<file path="config.mk">
export PLATFORM = sky130hd
export DESIGN_NAME = dual_contact_velocity_timer
export DESIGN_NICKNAME = d
export VERILOG_FILES = /design/src/hw/rtl/dcvt_pkg.sv /design/src/hw/rtl/dcvt_contact.sv /design/src/hw/rtl/dual_contact_velocity_timer.sv
export VERILOG_INCLUDE_DIRS = /design/src /design/src/hw/rtl
export SDC_FILE = /design/constraint.sdc
export NUM_CORES = 1
export LEC_CHECK = 0
export ABC_AREA = 1
export BUFFER_PORTS_ARGS = -buffer_cell sky130_fd_sc_hd__buf_2
export CAP_MARGIN = 20
export CORE_MARGIN = 2
export CORE_UTILIZATION = 35
export CTS_CLUSTER_DIAMETER = 30
export DETAILED_ROUTE_END_ITERATION = 10
export GPL_ROUTABILITY_DRIVEN = 0
export PLACE_DENSITY_LB_ADDON = 0.12
export SLEW_MARGIN = 20
export SYNTH_ARGS = -nofsm -noshare
export SYNTH_HDL_FRONTEND = slang
export SYNTH_SLANG_ARGS = --single-unit
</file>
<file path="constraint.sdc">
create_clock -name clk -period 9.1 [get_ports clk]
set_clock_uncertainty 0.05 [all_clocks]
set_input_delay 2.73 -clock clk [delete_from_list [all_inputs] [get_ports clk]]
set_output_delay 2.73 -clock clk [all_outputs]
set_load 0.02 [all_outputs]
</file>
<file path="src/hw/rtl/dual_contact_velocity_timer_macros.svh">
// ----------------------------------------------------------------------------
// dual contact velocity timer assertion macros
// shared concurrent assertion forms, clocked on clk, disabled in reset
// ----------------------------------------------------------------------------
`ifndef DUAL_CONTACT_VELOCITY_TIMER_MACROS_SVH
`define DUAL_CONTACT_VELOCITY_TIMER_MACROS_SVH

// same-cycle implication
`define DCVT_ASSERT_NOW(label, ante, cons) \
  label: assert property (@(posedge clk) disable iff (rst) (ante) |-> (cons)) \
    else $error("assertion failed");

// next-cycle implication
`define DCVT_ASSERT_NEXT(label, ante, cons) \
  label: assert property (@(posedge clk) disable iff (rst) (ante) |=> (cons)) \
    else $error("assertion failed");

`endif

</file>
<file path="src/hw/rtl/dcvt_pkg.sv">
// ----------------------------------------------------------------------------
// dcvt package
// transaction types, register map and shared constants
// ----------------------------------------------------------------------------
`default_nettype none

package dcvt_pkg;

  localparam int unsigned TS_W       = 32;
  localparam int unsigned DEBOUNCE_W = 16;
  localparam int unsigned PDATA_W    = 32;
  localparam int unsigned PADDR_W    = 3;

  localparam logic [DEBOUNCE_W-1:0] DEBOUNCE_RESET = 16'd10;

  // register byte addresses
  localparam logic [PADDR_W-1:0] ADDR_DEBOUNCE_MS = 3'd0;

  typedef struct packed {
    logic            first_pressed;
    logic            second_pressed;
    logic [TS_W-1:0] now_ms;
    logic [TS_W-1:0] now_us;
  } sample_t;

  typedef struct packed {
    logic signed [TS_W-1:0] time_difference;
    logic                   measured;
  } result_t;

  typedef struct packed {
    logic            captured;
    logic [TS_W-1:0] press_us;
  } contact_status_t;

endpackage

`default_nettype wire

</file>
<file path="src/hw/rtl/dcvt_contact.sv">
// ----------------------------------------------------------------------------
// dcvt contact tracker
// edge detect, debounce timing and press time capture for one contact
// ----------------------------------------------------------------------------
`default_nettype none

module dcvt_contact
  import dcvt_pkg::*;
(
  input  wire logic                  clk,
  input  wire logic                  rst,
  input  wire logic                  advance,
  input  wire logic                  level,
  input  wire logic                  rearm,
  input  wire logic [TS_W-1:0]       now_ms,
  input  wire logic [TS_W-1:0]       now_us,
  input  wire logic [DEBOUNCE_W-1:0] debounce_ms,
  output contact_status_t            status,
  output logic                       captured
);

  logic            level_prev;
  logic [TS_W-1:0] debounce_start;
  logic [TS_W-1:0] debounce_start_next;
  logic [TS_W-1:0] press_us;
  logic [TS_W-1:0] held_ms;
  logic            take;

  assign held_ms = now_ms - debounce_start;
  assign take    = level && level_prev && !captured &&
                   (held_ms > {{(TS_W-DEBOUNCE_W){1'b0}}, debounce_ms});

  always_comb begin
    debounce_start_next = debounce_start;
    if (level && !level_prev) begin
      debounce_start_next = now_ms;
    end
    status.captured = captured || take;
    status.press_us = take ? now_us : press_us;
  end

  always_ff @(posedge clk) begin
    if (rst) begin
      level_prev     <= 1'b0;
      captured       <= 1'b0;
      debounce_start <= '0;
      press_us       <= '0;
    end else if (advance) begin
      level_prev     <= level;
      captured       <= status.captured && !rearm;
      debounce_start <= debounce_start_next;
      press_us       <= status.press_us;
    end
  end

endmodule

`default_nettype wire

</file>
<file path="src/hw/rtl/dual_contact_velocity_timer.sv">
// ----------------------------------------------------------------------------
// dual contact velocity timer
// key velocity measurement from two debounced contacts
// ----------------------------------------------------------------------------
// One sample transaction goes in and exactly one result transaction comes out
// for it, one per clock when neither side stalls. A sample lands in an input
// register; when the stage advances, both contact trackers and the measurement
// check run in one pass and load the result register, so the sustained rate is
// one sample per cycle while results drain. Each contact starts a debounce timer
// on a new press and captures now_us once it has been held longer than
// debounce_ms milliseconds. When both are captured the result carries
// second minus first (wrapping, signed) with measured set, once; otherwise the
// difference is zero. Releasing both contacts re-arms the measurement.
// debounce_ms sits at byte address 0 of the register port, reset value 10,
// and should only be written while no transaction is in flight.
// ----------------------------------------------------------------------------
`default_nettype none

`include "dual_contact_velocity_timer_macros.svh"

module dual_contact_velocity_timer
  import dcvt_pkg::*;
(
  input  wire logic               clk,
  input  wire logic               rst,
  // sample channel
  input  wire logic               sample_valid,
  output logic                    sample_ready,
  input  wire sample_t            sample,
  // result channel
  output logic                    result_valid,
  input  wire logic               result_ready,
  output result_t                 result,
  // register port
  input  wire logic               psel,
  input  wire logic               penable,
  input  wire logic               pwrite,
  input  wire logic [PADDR_W-1:0] paddr,
  input  wire logic [PDATA_W-1:0] pwdata,
  output logic [PDATA_W-1:0]      prdata,
  output logic                    pready
);

  // register file
  logic [DEBOUNCE_W-1:0] debounce_ms;

  // input stage
  sample_t stage;
  logic    stage_valid;
  logic    advance;

  // per-contact results and state
  contact_status_t first_status;
  contact_status_t second_status;
  logic            first_captured;
  logic            second_captured;
  logic            measurement_done;
  logic            rearm;
  result_t         result_next;

  // apb register access, pready always high, no wait states
  assign pready = 1'b1;

  always_ff @(posedge clk) begin
    if (rst) begin
      debounce_ms <= DEBOUNCE_RESET;
    end else if (psel && penable && pwrite && paddr == ADDR_DEBOUNCE_MS) begin
      debounce_ms <= pwdata[DEBOUNCE_W-1:0];
    end
  end

  always_comb begin
    prdata = '0;
    if (paddr == ADDR_DEBOUNCE_MS) begin
      prdata = {{(PDATA_W-DEBOUNCE_W){1'b0}}, debounce_ms};
    end
  end

  // the input stage moves on whenever the result register is free or draining
  assign advance      = stage_valid && (!result_valid || result_ready);
  assign sample_ready = !stage_valid || advance;

  always_ff @(posedge clk) begin
    if (rst) begin
      stage_valid <= 1'b0;
    end else if (sample_ready) begin
      stage_valid <= sample_valid;
    end
  end

  always_ff @(posedge clk) begin
    if (sample_ready && sample_valid) begin
      stage <= sample;
    end
  end

  // both contacts released: clear captures and the done flag
  assign rearm = !stage.first_pressed && !stage.second_pressed;

  dcvt_contact u_first (
    .clk         (clk),
    .rst         (rst),
    .advance     (advance),
    .level       (stage.first_pressed),
    .rearm       (rearm),
    .now_ms      (stage.now_ms),
    .now_us      (stage.now_us),
    .debounce_ms (debounce_ms),
    .status      (first_status),
    .captured    (first_captured)
  );

  dcvt_contact u_second (
    .clk         (clk),
    .rst         (rst),
    .advance     (advance),
    .level       (stage.second_pressed),
    .rearm       (rearm),
    .now_ms      (stage.now_ms),
    .now_us      (stage.now_us),
    .debounce_ms (debounce_ms),
    .status      (second_status),
    .captured    (second_captured)
  );

  // report once per press pair, after both press times are in
  always_comb begin
    result_next.measured        = first_status.captured && second_status.captured &&
                                  !measurement_done;
    result_next.time_difference = '0;
    if (result_next.measured) begin
      result_next.time_difference = signed'(second_status.press_us - first_status.press_us);
    end
  end

  always_ff @(posedge clk) begin
    if (rst) begin
      measurement_done <= 1'b0;
    end else if (advance) begin
      measurement_done <= (measurement_done || result_next.measured) && !rearm;
    end
  end

  // result register
  always_ff @(posedge clk) begin
    if (rst) begin
      result_valid <= 1'b0;
    end else if (advance) begin
      result_valid <= 1'b1;
    end else if (result_ready) begin
      result_valid <= 1'b0;
    end
  end

  always_ff @(posedge clk) begin
    if (advance) begin
      result <= result_next;
    end
  end

  // a reported pair stays marked done until re-armed
  `DCVT_ASSERT_NEXT(a_done_after_measure, advance && result_next.measured, measurement_done)
  // done is only held while both press times are captured
  `DCVT_ASSERT_NOW(a_done_needs_captures, measurement_done, first_captured && second_captured)
  // an empty input stage never stalls the sample side
  `DCVT_ASSERT_NOW(a_ready_when_empty, !stage_valid, sample_ready)
  // no difference is reported without a measurement
  `DCVT_ASSERT_NOW(a_zero_without_measure, result_valid && !result.measured,
                   result.time_difference == 0)

endmodule

`default_nettype wire

</file>
# ---- After elaboration in Yosys (flattened, before gate mapping)
# Index checks and enable logic that the tools add are counted.
dict set report op_classes {
  reduce_logical 38
  addsub 3
  order_cmp 2
  n_mux 5
}
# op count
set op_table {}
lappend op_table {{32-bit subtractor} 3}
lappend op_table {{32-bit by 16-bit > comparator with 1-bit output} 2}
lappend op_table {{32-bit two-way mux} 2}
lappend op_table {{1-bit logical AND} 19}
lappend op_table {{16-bit two-way mux} 1}
lappend op_table {{1-bit logical NOT} 10}
lappend op_table {{1-bit logical OR} 5}
lappend op_table {{2-bit AND reduction} 2}
lappend op_table {{3-bit logical NOT} 1}
lappend op_table {{1-bit two-way mux} 2}
lappend op_table {{2-bit nonzero test} 1}
dict set report totals {
  word_cells 66
  out_inout_bits 68
  reg_bits 250
}

# ---- Longest topological paths before layout
dict set report depth {
  ltp_word 8
  depth_mapped 45
}

# ---- Modules after synthesis
# A second synthesis with hierarchy kept.
dict set report hier_totals {
  cells_unflattened 2952
  hier_area_um2 18858.1
}
# mod cells_per_inst area_each_um2 n_inst
set modules_own_cells {}
lappend modules_own_cells {dcvt_contact 1078 6099.6 2}
lappend modules_own_cells {dual_contact_velocity_timer 796 6658.9 1}

# ---- Worst setup path before layout
# OpenSTA, ideal clock, no wires.
dict set report synth_path {
  kind {input -> output}
  start {input paddr[1]}
  end {output prdata[10]}
  n_path_buf 1
  t_arrival_ns 3.579
  path_slack_ns 2.741
  t_required_ns 6.320
  path_stages 4
  cell_sequence {nor3_1 inv_1 clkbuf_1 nor2_1}
}
dict set report synth_between {
  elab_chain_cells 2
}
# item line
set synth_lines {}
lappend synth_lines {{start, declared} dual_contact_velocity_timer.sv:38} ;# input wire logic [PADDR_W-1:0] paddr,
lappend synth_lines {{3-bit logical NOT} dual_contact_velocity_timer.sv:74} ;# if (paddr == ADDR_DEBOUNCE_MS) begin
lappend synth_lines {{16-bit two-way mux} dual_contact_velocity_timer.sv:74}
lappend synth_lines {{end, declared} dual_contact_velocity_timer.sv:40} ;# output logic [PDATA_W-1:0] prdata,
# Every way passes these cells.

==> metrics <==
reg2reg path depth=34; Synth area leader=dfxtp_1; first-pass GRT wire length=80.3 mm; CP Max Fanout=64; per-cell routed wire length=14.7 um; Crit path depth=34; TritonCTS Buffers=68; area delta synth->final=21.4%; Fmax=0.137 GHz; buffers plus inverters on the worst setup path=3; Top delay family on crit path=simple AND/OR/NAND/NOR gates; worst r2r dst=result[25]; Clk pwr share=52.9%; H-Tree Depth=3; Yosys top cell area share=17.5%; static leakage=10.8 nW; DRC viols=0; setup TNS=0 ns; Final Max Tran Viols=0; Final Critical Period=7.29 ns; GRT Resource Usage Total=20.1%; most common cell in the netlist=nand2_1; Seq cells post-synth=250; DR vias=16.1k; r2r setup slk=1.81 ns; combinational share of power=20.0%; vias per cell=4.68; layout cell share with drive strength beyond 1=11.7%; Final setup viols=0; synthesized area per cell=6.73 um2; Crit Path Class=reg2reg; most used cell, CP=nand2_1; Overflow after GRT=0; Die Area=0.0512 mm2; Clock Sinks=250; Rows=81; core area=0.0488 mm2; relative slew slack=30.1%; DP HPWL=37.7 mm; Synth area leaders=dfxtp_1 17%, edfxtp_1 17%, nand2_1 15%; Yosys cell types=44; status=finished clean; slew at the pin closest to its max-slew limit=1.05 ns; CP Capture Type=flip-flop; DRT met1 WL=23.6 mm; slowest cell on the critical path=o21ai_0; Post-Route WL=50.6 mm; routed wl met2=23.0 mm; register area share after synthesis=34.7%; Fillers=5137; Max Cap Violations=0; ys flop type=dfxtp_1; post-route ant nets=0; final hold viol count=0; post-layout util=42.9%; Max VDD drop=0.141 mV; maximum number of pins on one net before global-route repair=69; PostCTS Resize Cnt=0; Pre-antenna DRT Iters=5; YS warnings=0; critical path's largest stage delay=0.57 ns; initial core utilization=35.4%; Worst-Skew Late Latency=0.60 ns; CTS root buf=clkbuf_16; Reg clk slew, reported paths=0.04 ns; I/O pins=176; Flop pwr share=27.2%; drt initial violations=989; WP data arrival=7.57 ns; fin crit share=80.1%; setup ws final=1.81 ns; Critical Path Start Type=flip-flop; die extent in y=226 um; Post-synth ARST share=0%; final non-filler cell total=3446; Hold Path Origin=u_first.debounce_start[17]; Post-synth EDFFs=99; PD cells=223 mW/mm2; dpl ws=1.82 ns; number of setup buffers added after CTS=0; # nets final=2962; HP Class=reg2reg; worst endpoint required time=9.38 ns; Hold EP=u_first.debounce_start[17]; Synth Cell Area=0.0173 mm2; CTS Buffer Depth=3; hold depth=2; vias in the first global route=15.4k; FF-to-FF Start=stage[42]; initial antenna violation count=1; Psw=1.39 mW; Commonest cells post-synth=681 x nand2_1, 508 x inv_1, 216 x nor2_1, 213 x a21oi_1, 151 x dfxtp_1; port bufs=142; worst hold slack=0.402 ns; dpl cells=3319; Chip Width=226 um; DR WL met3=2.45 mm; cells after synthesis=2567; CTS Hold Bufs=0; Switching Share=29.8%; CTS tree=done; unrepaired setup endpoints after global routing=false; uppermost layer routed=met5; Internal Power=3.28 mW
-- power by group through the flow --
stage	logic, mW	registers, mW	clock network (mW)
after global routing	1.07	1.28	2.59
after global placement	0.914	1.29	0
after detailed placement	0.926	1.29	0
after CTS	0.933	1.27	2.53
final	0.933	1.27	2.47
after floorplan	0.688	1.28	0
-- cells in the final DEF (no fill, tap or decap), types with 6 or more instances in the layout --
cell / count
nand2_1: 680
inv_1: 506
nor2_1: 215
a21oi_1: 213
dfxtp_1: 151
buf_2: 142
o21ai_0: 141
ha_1: 125
nand3_1: 103
edfxtp_1: 99
clkbuf_16: 70
xor2_1: 37
o21a_1: 34
o21ai_1: 29
nor2_2: 26
nand4_1: 22
conb_1: 17
nor3_1: 15
buf_4: 12
clkinv_2: 11
clkbuf_1: 11
bufinv_16: 10
or2_2: 9
nand2_2: 8
inv_2: 8
xnor2_1: 8
a31oi_1: 8
and2_1: 7
o21bai_1: 6
clkinv_1: 6
-- layout make-up --
class	count	area [um2]	area share [%]
Sequential cell	250	6000	28.6
Clock buffer	85	1850	8.81
Timing Repair Buffer	155	812	3.87
Multi-Input combinational cell	1735	9000	42.9
Tap cell	664	831	3.96
Antenna cell	1	2.50	0.0119
Clock inverter	40	552	2.63
Inverter	516	1940	9.25
-- per-layer routing --
| metal | GRT usage (%) | vias up |
|---|---|---|
| met2 | 32.8 | 356 |
| li1 | - | 8391 |
| met1 | 26.0 | 7287 |
| met5 | 0 | - |
| met3 | 3.73 | 98 |
| met4 | 8.23 | 2 |
-- worst min-delay path, stage by stage, from the launching register on --
cell	delay, ns
dfxtp_1	0.29
inv_1	0.06
a21oi_1	0.05
-- state kept, by name, indices dropped and copies added, names as in the netlist --
register                 flops
u_second.captured            1
u_second.press_us           32
u_second.debounce_start     32
u_first.level_prev           1
debounce_ms                 16
u_first.captured             1
u_second.level_prev          1
result_valid                 1
result                      33
u_first.press_us            32
stage                       66
u_first.debounce_start      32
stage_valid                  1
measurement_done             1
-- worst max-delay path by stage --
stage / from / end / slack, ns
after floorplan: paddr[1] / prdata[10] / 2.74
after global placement: stage[42] / result[25] / 1.89
after detailed placement: stage[42] / result[25] / 1.82
after CTS: stage[42] / result[25] / 1.81
after global routing: stage[33] / result[25] / 1.12
final: stage[42] / result[25] / 1.81
-- kinds of logic (layout without fill, tap and decap cells) --
| family | count (synthesis) | count (layout) | synth area share (%) |
|---|---|---|---|
| buf+inv | 597 | 796 | 13.6 |
| other cells | 2 | 18 | 0.0435 |
| simple gates | 1100 | 1100 | 26.2 |
| flops | 250 | 250 | 34.7 |
| xor+xnor | 45 | 45 | 2.28 |
| fa+ha+maj | 128 | 128 | 9.40 |
| compound gates | 445 | 445 | 13.8 |
-- through the flow --
stage / area [um2] / total power, mW
after floorplan: 17300 / 1.97
after global placement: 18600 / 2.20
after detailed placement: 18600 / 2.22
after CTS: 21000 / 4.74
after global routing: 21000 / 4.94
final: 21000 / 4.68
No activity file was read; power rests on OpenSTA's default activity.
